$ cat src/design/tpd_pkg.sv
// Shared types, constants and defaults of the periodic task dispatcher.
package tpd_pkg;

  localparam int GROUPS_DEF          = 4;
  localparam int TASKS_PER_GROUP_DEF = 16;

  // Field widths fixed by the item format.
  localparam int TICK_W  = 16;
  localparam int CMD_W   = 2;
  localparam int GROUP_W = 2;
  localparam int SLOT_W  = 4;
  localparam int CFG_W   = 16;
  localparam int GUSE_W  = 3;
  localparam int CFG_IDX_W = 1;

  localparam logic [CFG_IDX_W-1:0] CFG_START_DEV   = 1'b0;
  localparam logic [CFG_IDX_W-1:0] CFG_GROUPS_USED = 1'b1;

  localparam logic [TICK_W-1:0] START_DEV_RST   = 16'd2;
  localparam logic [GUSE_W-1:0] GROUPS_USED_RST = 3'd4;

  typedef enum logic [CMD_W-1:0] {
    CMD_LOAD     = 2'd0,
    CMD_TICK     = 2'd1,
    CMD_DISPATCH = 2'd2
  } cmd_e;

  typedef enum logic [2:0] {
    ST_IDLE,
    ST_LOAD,
    ST_SCAN,
    ST_DISP,
    ST_DISP_RES,
    ST_FINISH
  } state_e;

  // Commands from the controller to the datapath.
  typedef struct packed {
    logic accept;
    logic load;
    logic scan;
    logic disp_find;
    logic disp_res;
    logic out_load;
  } ctrl_t;

  // Status from the datapath to the controller.
  typedef struct packed {
    logic scan_done;
  } stat_t;

endpackage

$ cat src/design/tick_periodic_task_dispatcher.sv
// A tick scans N = min(groups_in_use, GROUPS) * TASKS_PER_GROUP table entries, read one per cycle.
// The block takes one item at a time: the next transfer is accepted once the result is loaded
// into the output register, and a result held there by out_ready_i low stalls it.
// Reset: asynchronous, clears ticker, masks and handshake state; table needs no clearing.
module tick_periodic_task_dispatcher import tpd_pkg::*; #(
  parameter int GROUPS          = GROUPS_DEF,
  parameter int TASKS_PER_GROUP = TASKS_PER_GROUP_DEF
) (
  input  logic                 clk_i,
  input  logic                 rst_ni,
  input  logic                 in_valid_i,
  output logic                 in_ready_o,
  input  logic [CMD_W-1:0]     command_i,
  input  logic [GROUP_W-1:0]   group_i,
  input  logic [SLOT_W-1:0]    task_slot_i,
  input  logic [TICK_W-1:0]    first_tick_i,
  input  logic [TICK_W-1:0]    period_i,
  output logic                 out_valid_o,
  input  logic                 out_ready_i,
  output logic                 found_o,
  output logic [GROUP_W-1:0]   chosen_group_o,
  output logic [SLOT_W-1:0]    chosen_slot_o,
  output logic                 retired_o,
  input  logic                 cfg_we_i,
  input  logic [CFG_IDX_W-1:0] cfg_idx_i,
  input  logic [CFG_W-1:0]     cfg_data_i
);

  ctrl_t ctrl;
  stat_t stat;

  tpd_ctrl u_ctrl (
    .clk_i       (clk_i),
    .rst_ni      (rst_ni),
    .in_valid_i  (in_valid_i),
    .in_ready_o  (in_ready_o),
    .command_i   (command_i),
    .out_valid_o (out_valid_o),
    .out_ready_i (out_ready_i),
    .stat_i      (stat),
    .ctrl_o      (ctrl)
  );

  tpd_datapath #(
    .GROUPS          (GROUPS),
    .TASKS_PER_GROUP (TASKS_PER_GROUP)
  ) u_datapath (
    .clk_i          (clk_i),
    .rst_ni         (rst_ni),
    .ctrl_i         (ctrl),
    .stat_o         (stat),
    .command_i      (command_i),
    .group_i        (group_i),
    .task_slot_i    (task_slot_i),
    .first_tick_i   (first_tick_i),
    .period_i       (period_i),
    .cfg_we_i       (cfg_we_i),
    .cfg_idx_i      (cfg_idx_i),
    .cfg_data_i     (cfg_data_i),
    .found_o        (found_o),
    .chosen_group_o (chosen_group_o),
    .chosen_slot_o  (chosen_slot_o),
    .retired_o      (retired_o)
  );

endmodule

$ cat src/design/tpd_ram.sv
// Generic single-write, single-read RAM with registered read data.
module tpd_ram #(
  parameter int WIDTH = 32,
  parameter int DEPTH = 64,
  parameter int AW    = (DEPTH > 1) ? $clog2(DEPTH) : 1
) (
  input  logic             clk_i,
  input  logic             wr_en_i,
  input  logic [AW-1:0]    wr_addr_i,
  input  logic [WIDTH-1:0] wr_data_i,
  input  logic [AW-1:0]    rd_addr_i,
  output logic [WIDTH-1:0] rd_data_o
);

  logic [WIDTH-1:0] mem_q [DEPTH];
  logic [WIDTH-1:0] rd_data_q;

  always_ff @(posedge clk_i) begin
    if (wr_en_i) begin
      mem_q[wr_addr_i] <= wr_data_i;
    end
    rd_data_q <= mem_q[rd_addr_i];
  end

  assign rd_data_o = rd_data_q;

endmodule

$ cat src/design/tpd_ctrl.sv
// Controller state machine of the periodic task dispatcher.
module tpd_ctrl import tpd_pkg::*; (
  input  logic             clk_i,
  input  logic             rst_ni,
  input  logic             in_valid_i,
  output logic             in_ready_o,
  input  logic [CMD_W-1:0] command_i,
  output logic             out_valid_o,
  input  logic             out_ready_i,
  input  stat_t            stat_i,
  output ctrl_t            ctrl_o
);

  state_e state_q, state_d;
  logic   out_valid_q, out_valid_d;

  always_ff @(posedge clk_i or negedge rst_ni) begin
    if (!rst_ni) begin
      state_q     <= ST_IDLE;
      out_valid_q <= 1'b0;
    end else begin
      state_q     <= state_d;
      out_valid_q <= out_valid_d;
    end
  end

  always_comb begin
    state_d = state_q;
    ctrl_o  = '0;
    case (state_q)
      ST_IDLE: begin
        if (in_valid_i) begin
          ctrl_o.accept = 1'b1;
          case (command_i)
            CMD_LOAD:     state_d = ST_LOAD;
            CMD_TICK:     state_d = ST_SCAN;
            CMD_DISPATCH: state_d = ST_DISP;
            default:      state_d = ST_FINISH;
          endcase
        end
      end
      ST_LOAD: begin
        ctrl_o.load = 1'b1;
        state_d     = ST_FINISH;
      end
      ST_SCAN: begin
        ctrl_o.scan = 1'b1;
        if (stat_i.scan_done) begin
          state_d = ST_FINISH;
        end
      end
      ST_DISP: begin
        ctrl_o.disp_find = 1'b1;
        state_d          = ST_DISP_RES;
      end
      ST_DISP_RES: begin
        ctrl_o.disp_res = 1'b1;
        state_d         = ST_FINISH;
      end
      ST_FINISH: begin
        // hold the result until the output register is free
        if (!out_valid_q || out_ready_i) begin
          ctrl_o.out_load = 1'b1;
          state_d         = ST_IDLE;
        end
      end
      default: state_d = ST_IDLE;
    endcase
  end

  always_comb begin
    out_valid_d = out_valid_q;
    if (ctrl_o.out_load) begin
      out_valid_d = 1'b1;
    end else if (out_ready_i) begin
      out_valid_d = 1'b0;
    end
  end

  assign in_ready_o  = (state_q == ST_IDLE);
  assign out_valid_o = out_valid_q;

endmodule

$ cat src/design/tpd_datapath.sv
// Datapath: task table, masks, ticker, scan pipeline, dispatch pick and result.
module tpd_datapath import tpd_pkg::*; #(
  parameter int GROUPS          = GROUPS_DEF,
  parameter int TASKS_PER_GROUP = TASKS_PER_GROUP_DEF
) (
  input  logic               clk_i,
  input  logic               rst_ni,
  input  ctrl_t              ctrl_i,
  output stat_t              stat_o,
  input  logic [CMD_W-1:0]   command_i,
  input  logic [GROUP_W-1:0] group_i,
  input  logic [SLOT_W-1:0]  task_slot_i,
  input  logic [TICK_W-1:0]  first_tick_i,
  input  logic [TICK_W-1:0]  period_i,
  input  logic                 cfg_we_i,
  input  logic [CFG_IDX_W-1:0] cfg_idx_i,
  input  logic [CFG_W-1:0]     cfg_data_i,
  output logic               found_o,
  output logic [GROUP_W-1:0] chosen_group_o,
  output logic [SLOT_W-1:0]  chosen_slot_o,
  output logic               retired_o
);

  localparam int ENTRIES = GROUPS * TASKS_PER_GROUP;
  localparam int AW      = (ENTRIES > 1) ? $clog2(ENTRIES) : 1;
  localparam int AW1     = AW + 1;
  localparam int GIW     = (GROUPS > 1) ? $clog2(GROUPS) : 1;
  localparam int SIW     = (TASKS_PER_GROUP > 1) ? $clog2(TASKS_PER_GROUP) : 1;
  localparam int GCW     = $clog2(GROUPS + 1);
  localparam int NW      = (GCW > GUSE_W) ? GCW : GUSE_W;
  localparam int DW      = 2 * TICK_W;

  // Configuration registers
  logic [TICK_W-1:0] dev_q;
  logic [GUSE_W-1:0] gu_q;

  always_ff @(posedge clk_i or negedge rst_ni) begin
    if (!rst_ni) begin
      dev_q <= START_DEV_RST;
      gu_q  <= GROUPS_USED_RST;
    end else if (cfg_we_i) begin
      case (cfg_idx_i)
        CFG_START_DEV:   dev_q <= cfg_data_i;
        CFG_GROUPS_USED: gu_q  <= cfg_data_i[GUSE_W-1:0];
        default: ;
      endcase
    end
  end

  // Latched input item
  logic [GROUP_W-1:0] grp_q;
  logic [SLOT_W-1:0]  slot_q;
  logic [TICK_W-1:0]  first_q;
  logic [TICK_W-1:0]  per_q;

  always_ff @(posedge clk_i) begin
    if (ctrl_i.accept) begin
      grp_q   <= group_i;
      slot_q  <= task_slot_i;
      first_q <= first_tick_i;
      per_q   <= period_i;
    end
  end

  logic [TICK_W-1:0] ticker_q;

  always_ff @(posedge clk_i or negedge rst_ni) begin
    if (!rst_ni) begin
      ticker_q <= '0;
    end else if (ctrl_i.accept && (command_i == CMD_TICK)) begin
      ticker_q <= ticker_q + 1'b1;
    end
  end

  // Task table: {start tick, period} per entry
  logic          ram_we;
  logic [AW-1:0] ram_waddr;
  logic [DW-1:0] ram_wdata;
  logic [AW-1:0] ram_raddr;
  logic [DW-1:0] ram_rdata;
  logic [TICK_W-1:0] rd_start;
  logic [TICK_W-1:0] rd_per;

  tpd_ram #(
    .WIDTH (DW),
    .DEPTH (ENTRIES),
    .AW    (AW)
  ) u_table (
    .clk_i     (clk_i),
    .wr_en_i   (ram_we),
    .wr_addr_i (ram_waddr),
    .wr_data_i (ram_wdata),
    .rd_addr_i (ram_raddr),
    .rd_data_o (ram_rdata)
  );

  assign rd_start = ram_rdata[DW-1:TICK_W];
  assign rd_per   = ram_rdata[TICK_W-1:0];

  // Masks
  logic [GROUPS-1:0][TASKS_PER_GROUP-1:0] en_q;
  logic [GROUPS-1:0][TASKS_PER_GROUP-1:0] un_q;
  logic [GROUPS-1:0][TASKS_PER_GROUP-1:0] act_q;

  // Load
  logic          load_ok;
  logic [GIW-1:0] ld_g;
  logic [SIW-1:0] ld_s;
  logic [AW-1:0]  ld_addr;

  assign load_ok = (int'(grp_q) < GROUPS) && (int'(slot_q) < TASKS_PER_GROUP);
  assign ld_g    = GIW'(grp_q);
  assign ld_s    = SIW'(slot_q);
  assign ld_addr = AW'(AW1'(ld_g) * AW1'(TASKS_PER_GROUP) + AW1'(ld_s));

  // Scan: issue one read per cycle, evaluate the entry read the cycle before
  logic [GCW-1:0] sg_q;
  logic [SIW-1:0] ss_q;
  logic           issue;
  logic [AW-1:0]  scan_addr;
  logic           ev_v_q;
  logic [GIW-1:0] ev_g_q;
  logic [SIW-1:0] ev_s_q;
  logic [AW-1:0]  ev_addr_q;
  logic           ev_en;
  logic           ev_un;
  logic [TICK_W-1:0] ev_d;
  logic           ev_first;
  logic           ev_period;

  assign issue = ctrl_i.scan && (NW'(sg_q) < NW'(gu_q)) && (sg_q < GCW'(GROUPS));
  assign scan_addr = AW'(AW1'(sg_q) * AW1'(TASKS_PER_GROUP) + AW1'(ss_q));
  assign stat_o.scan_done = !issue && !ev_v_q;

  always_ff @(posedge clk_i or negedge rst_ni) begin
    if (!rst_ni) begin
      sg_q   <= '0;
      ss_q   <= '0;
      ev_v_q <= 1'b0;
    end else begin
      ev_v_q <= issue;
      if (ctrl_i.accept) begin
        sg_q <= '0;
        ss_q <= '0;
      end else if (issue) begin
        if (ss_q == SIW'(TASKS_PER_GROUP - 1)) begin
          ss_q <= '0;
          sg_q <= sg_q + 1'b1;
        end else begin
          ss_q <= ss_q + 1'b1;
        end
      end
    end
  end

  always_ff @(posedge clk_i) begin
    if (issue) begin
      ev_g_q    <= GIW'(sg_q);
      ev_s_q    <= ss_q;
      ev_addr_q <= scan_addr;
    end
  end

  assign ev_en     = ev_v_q && en_q[ev_g_q][ev_s_q];
  assign ev_un     = un_q[ev_g_q][ev_s_q];
  assign ev_d      = ticker_q - rd_start;
  assign ev_first  = ev_en && ev_un && (ev_d <= dev_q);
  assign ev_period = ev_en && !ev_un && (ev_d >= rd_per);

  // Dispatch pick: first group in use with an active task, lowest slot in it
  logic           df_found;
  logic [GIW-1:0] df_g;
  logic [SIW-1:0] df_s;
  logic [TASKS_PER_GROUP-1:0] df_act;
  logic [AW-1:0]  df_addr;
  logic           dfound_q;
  logic [GIW-1:0] dg_q;
  logic [SIW-1:0] ds_q;

  always_comb begin
    df_found = 1'b0;
    df_g     = '0;
    for (int g = 0; g < GROUPS; g++) begin
      if (!df_found && (g < int'(gu_q)) && (|act_q[g])) begin
        df_found = 1'b1;
        df_g     = GIW'(g);
      end
    end
  end

  assign df_act = act_q[df_g];

  always_comb begin
    df_s = '0;
    for (int s = TASKS_PER_GROUP - 1; s >= 0; s--) begin
      if (df_act[s]) begin
        df_s = SIW'(s);
      end
    end
  end

  assign df_addr = AW'(AW1'(df_g) * AW1'(TASKS_PER_GROUP) + AW1'(df_s));

  always_ff @(posedge clk_i or negedge rst_ni) begin
    if (!rst_ni) begin
      dfound_q <= 1'b0;
    end else if (ctrl_i.disp_find) begin
      dfound_q <= df_found;
    end
  end

  always_ff @(posedge clk_i) begin
    if (ctrl_i.disp_find) begin
      dg_q <= df_g;
      ds_q <= df_s;
    end
  end

  // Table port selection
  always_comb begin
    ram_raddr = ctrl_i.disp_find ? df_addr : scan_addr;
    ram_we    = 1'b0;
    ram_waddr = ld_addr;
    ram_wdata = {first_q, per_q};
    if (ctrl_i.load && load_ok) begin
      ram_we = 1'b1;
    end else if (ev_period) begin
      // advance the start tick by one period
      ram_we    = 1'b1;
      ram_waddr = ev_addr_q;
      ram_wdata = {rd_start + rd_per, rd_per};
    end
  end

  // Mask updates
  always_ff @(posedge clk_i or negedge rst_ni) begin
    if (!rst_ni) begin
      en_q  <= '0;
      un_q  <= '0;
      act_q <= '0;
    end else begin
      if (ctrl_i.load && load_ok) begin
        en_q[ld_g][ld_s]  <= 1'b1;
        un_q[ld_g][ld_s]  <= 1'b1;
        act_q[ld_g][ld_s] <= 1'b0;
      end
      if (ev_first) begin
        un_q[ev_g_q][ev_s_q]  <= 1'b0;
        act_q[ev_g_q][ev_s_q] <= 1'b1;
      end
      if (ev_period) begin
        act_q[ev_g_q][ev_s_q] <= 1'b1;
      end
      if (ctrl_i.disp_res && dfound_q) begin
        act_q[dg_q][ds_q] <= 1'b0;
        if (rd_per == '0) begin
          en_q[dg_q][ds_q] <= 1'b0;
        end
      end
    end
  end

  // Pending result and output register
  logic               res_found_q;
  logic [GROUP_W-1:0] res_g_q;
  logic [SLOT_W-1:0]  res_s_q;
  logic               res_ret_q;

  always_ff @(posedge clk_i) begin
    if (ctrl_i.accept) begin
      res_found_q <= 1'b0;
      res_g_q     <= '0;
      res_s_q     <= '0;
      res_ret_q   <= 1'b0;
    end else if (ctrl_i.disp_res && dfound_q) begin
      res_found_q <= 1'b1;
      res_g_q     <= GROUP_W'(dg_q);
      res_s_q     <= SLOT_W'(ds_q);
      res_ret_q   <= (rd_per == '0);
    end
  end

  always_ff @(posedge clk_i) begin
    if (ctrl_i.out_load) begin
      found_o        <= res_found_q;
      chosen_group_o <= res_g_q;
      chosen_slot_o  <= res_s_q;
      retired_o      <= res_ret_q;
    end
  end

endmodule

$ cat config.mk
export PLATFORM = sky130hd
export DESIGN_NAME = tick_periodic_task_dispatcher
export DESIGN_NICKNAME = d
export VERILOG_FILES = /design/src/design/tpd_pkg.sv /design/src/design/tick_periodic_task_dispatcher.sv /design/src/design/tpd_ram.sv /design/src/design/tpd_ctrl.sv /design/src/design/tpd_datapath.sv
export SDC_FILE = /design/constraint.sdc
export NUM_CORES = 2
export LEC_CHECK = 0
export BUFFER_PORTS_ARGS = -buffer_cell sky130_fd_sc_hd__buf_2
export CORE_AREA = 5 5 900 455
export DETAILED_ROUTE_END_ITERATION = 8
export DIE_AREA = 0 0 905 460
export PLACE_DENSITY_LB_ADDON = 0.05
export SYNTH_ARGS = -nofsm -noshare
export SYNTH_HDL_FRONTEND = slang
export SYNTH_SLANG_ARGS = --single-unit
$ cat constraint.sdc
create_clock -name clk_i -period 7.3 [get_ports clk_i]
set_clock_uncertainty 0.1 [all_clocks]
set_input_delay 0.365 -clock clk_i [delete_from_list [all_inputs] [get_ports clk_i]]
set_output_delay 0.365 -clock clk_i [all_outputs]
set_load 0.01 [all_outputs]
==> flow_metrics.env <==
export IMPL_status="finished clean"
export IMPL_ys_seq_area_frac=0.703
export IMPL_worstPathArrival_ns=7.79
export IMPL_area_growth_pct=24.1
export IMPL_synth_top_area_share=0.634
export IMPL_syn_cell_area_mm2=0.0997
export IMPL_htreeDepth=4
export IMPL_die_x_um=905
export IMPL_grt_max_degree=94
export IMPL_timing_final_crit_share=0.977
export IMPL_netlist_instances=7267
export IMPL_synthSimpleGateAreaFrac=0.0824
export IMPL_async_flop_share=0.101
export IMPL_start_util=0.248
export IMPL_nets=8108
export IMPL_die_h_um=460
export IMPL_clk_latency_ns=0.96
export IMPL_ys_ff_latch=2386
export IMPL_reg2reg_to="u_datapath.u_table.rd_data_o[19]$_DFF_P_"
export IMPL_ir_worst_vdd_uv=322
export IMPL_grt_pass1_wl_um=648000
export IMPL_synth_cell_types=96
export IMPL_synth_compound_area_frac=0.129
export IMPL_vias=71200
export IMPL_design_power_total_mw=48.8
export IMPL_grt_pass1_vias=67900
export IMPL_ant_nets=0
export IMPL_start_kind="flop"
export IMPL_routedWlPerCell_um=36.1
export IMPL_drive_gt1_frac=0.177
export IMPL_fin_util=0.308
export IMPL_yosys_top_cells_count="edfxtp_1, nand2_1, nor2_1"
export IMPL_whs_ns=0.0649
export IMPL_rows=165
export IMPL_rrSetupSlack_ns=0.17
export IMPL_maxCapViolations=0
export IMPL_finalSetupViolations=0
export IMPL_portBuffers=71
export IMPL_yosys_area_share_adder=0.00919
export IMPL_max_slew_margin=0.0792
export IMPL_hold_viol=0
export IMPL_crit_end="u_datapath.u_table.rd_data_o[19]$_DFF_P_"
export IMPL_holdCritPathClass="input pin to asynchronous set/reset pin"
export IMPL_synthMuxAreaShare=0.0475
export IMPL_numCtsBuffers=240
export IMPL_grt_usage=0.227
export IMPL_gr_total_overflow=0
export IMPL_coreArea_mm2=0.402
export IMPL_synthXorXnorAreaFrac=0.00299
export IMPL_timing_rr_start="u_datapath.act_q[27]$_DFF_PN0_"
export IMPL_synth_most_common_cell="edfxtp_1"
export IMPL_antenna_found_initial=54
export IMPL_cp_startpoint="u_datapath.act_q[27]$_DFF_PN0_"
export IMPL_synthesis_nets=7401
export IMPL_syn_avg_cell_area_um2=13.7
export IMPL_drtPass1Iterations=8
export IMPL_powerDensity_mw_per_mm2=394
export IMPL_timing_fmax_mhz=140
export IMPL_yosysTopAreaCell="edfxtp_1"
export IMPL_finalWorstSetupSlack_ns=0.168
export IMPL_crit_type="flop to flop"
export IMPL_cp_max_fo=17
export IMPL_clkSlewWorstSetupHoldPaths_ns=0.07
export IMPL_cts_tree="built"
export IMPL_synth_top_family_by_area="compound AO/OA/AOI/OAI gates"
export IMPL_netlist_top_cells_area="edfxtp_1, dfrtp_1, nand2_1"
export IMPL_cts_buffer_depth=4
export IMPL_yosys_warnings=0
export IMPL_maxSlewViolCount=0
export IMPL_clockRootBuffer="clkbuf_16"
export IMPL_drt_wl_total_um=489000
export IMPL_r2r_cells=20
export IMPL_period_needed_ns=7.13
export IMPL_io_pins=72
export IMPL_synth_edf_count=2106
export IMPL_stdcell_area_mm2=0.124
export IMPL_dpl_worst_slack_ns=-0.374
export IMPL_place_gp_congestion=0.938
export IMPL_end_kind="flop"
export IMPL_cts_sinks=2386
export IMPL_place_area_mm2=0.115
export IMPL_route_detailed_drc=0
export IMPL_vias_per_cell=5.26
export IMPL_worstMarginPinSlew_ns=1.37
export IMPL_dieArea_mm2=0.416
export IMPL_first_iter_violations=8951
export IMPL_dp_hpwl_um=336000
export IMPL_p_leak_nw=42.2
export IMPL_synth_main_ff_cell="edfxtp_1"
export IMPL_worstPathRequired_ns=7.95
-- final cells by class --
| cell class | count | area [um^2] |
|---|---|---|
| well taps | 5344 | 6690 |
| inverters | 108 | 412 |
| clock inverters | 140 | 1300 |
| multi-input cells | 4288 | 28500 |
| clock buffers | 297 | 6360 |
| flip-flops and latches | 2386 | 70100 |
| diodes | 16 | 40.0 |
| repair buffers | 950 | 10400 |
| fillers | 39800 | 278000 |
-- flip-flops by register name (all words and copies together), names as in the netlist, 6 cells and up --
signal	count
u_datapath.u_table.rd_data_o	32
u_datapath.en_q	64
u_datapath.act_q	64
u_datapath.dev_q	16
u_datapath.ev_addr_q	6
u_datapath.ticker_q	16
u_datapath.un_q	64
u_datapath.u_table.mem_q	2048
u_datapath.first_q	16
u_datapath.per_q	16
-- routing by layer --
metal	part of all wire	wire, um	vias to the layer above	GRT usage
li1	-	-	29800	-
met1	0.54	264000	38100	0.384
met2	0.36	178000	2889	0.285
met3	0.082	40100	414	0.0549
met4	0.014	6880	4	0.0331
met5	0.00062	303	-	0.00482
-- cell families (layout without fill, tap and decap cells) --
group,count (synthesis),after routing
AO/OA/AOI/OAI,1880,1880
XOR/XNOR,34,34
adder cells (fa/ha/maj),72,72
buffers and inverters,593,1495
flip-flops,2386,2386
AND/OR/NAND/NOR,1879,1879
other,0,16
multiplexers,423,423
-- layout by cell type, fill, tap and decap left out, types with 87 or more instances in the layout --
| cell | Yosys | final |
|---|---|---|
| inv_1 | 105 | 103 |
| a21oi_1 | 292 | 281 |
| a32o_1 | 139 | 139 |
| clkbuf_16 | 0 | 245 |
| buf_4 | 20 | 512 |
| dlygate4sd3_1 | 0 | 118 |
| edfxtp_1 | 2106 | 2106 |
| a22oi_1 | 104 | 104 |
| o22ai_1 | 283 | 277 |
| mux2i_1 | 366 | 366 |
| o21ai_0 | 382 | 351 |
| nand3_1 | 90 | 87 |
| dfrtp_1 | 238 | 236 |
| nand2_1 | 996 | 990 |
| a32oi_1 | 112 | 111 |
| buf_12 | 0 | 247 |
| nor2_1 | 446 | 400 |
-- critical path: stages, from the launching register on --
cell	delay, ns
dfrtp_1	0.49
nor4_2	0.82
buf_4	0.25
a41oi_1	0.20
a31o_2	0.49
nand2_2	0.30
inv_2	0.22
a2111o_1	0.46
a311o_1	0.47
o2bb2ai_4	0.23
buf_12	0.19
nand2_1	0.15
clkinv_1	0.18
buf_12	0.21
buf_12	0.22
a211oi_1	0.22
o32ai_1	0.18
nor4_1	0.33
buf_4	0.22
a32oi_1	0.12
o211ai_1	0.74
-- worst min-delay path by stage --
stage / from / cells after the start / to / slack [ns]
after detailed placement: u_datapath.res_found_q$_SDFFE_PP0P_ / 0 / u_datapath.found_o$_DFFE_PP_ / 0.32
after global placement: u_datapath.res_g_q[0]$_SDFFE_PP0P_ / 0 / u_datapath.chosen_group_o[0]$_DFFE_PP_ / 0.33
after CTS: rst_ni / 3 / u_datapath.un_q[12]$_DFF_PN0_ / 0.0008
final: rst_ni / 3 / u_datapath.act_q[13]$_DFF_PN0_ / 0.06
after floorplan: rst_ni / 0 / u_ctrl.out_valid_o$_DFFE_PN0P_ / -0.03
after global routing: group_i[0] / 2 / u_datapath.grp_q[0]$_DFFE_PP_ / 0.03
-- metrics by stage --
step | instances | TNS (ns)
after floorplan | 7267 | -627.39
after global placement | 13000 | -12.25
after detailed placement | 13000 | -0.374
after CTS | 13500 | 0
after global routing | 13500 | -0.600
final | 13500 | 0
-- where the power goes --
group	total, mW	internal (mW)	switching (mW)
Sequential	16.7	16.0	0.745
Clock	12.8	7.00	5.77
Combinational	19.3	6.13	13.1
Total	48.8	29.1	19.6
-- repair_timing --
| item | CTS | global route |
|---|---|---|
| gates cloned | 0 | 1 |
| endpoints found under the hold margin | 159 | 0 |
| setup endpoints to repair | 1 | 3147 |
| resized for setup | 2 | 3 |
| pin swaps | 0 | 2 |
| hold buffers | 119 | 0 |
| buffers inserted | 0 | 5 |
(Power assumes the default switching activity.)
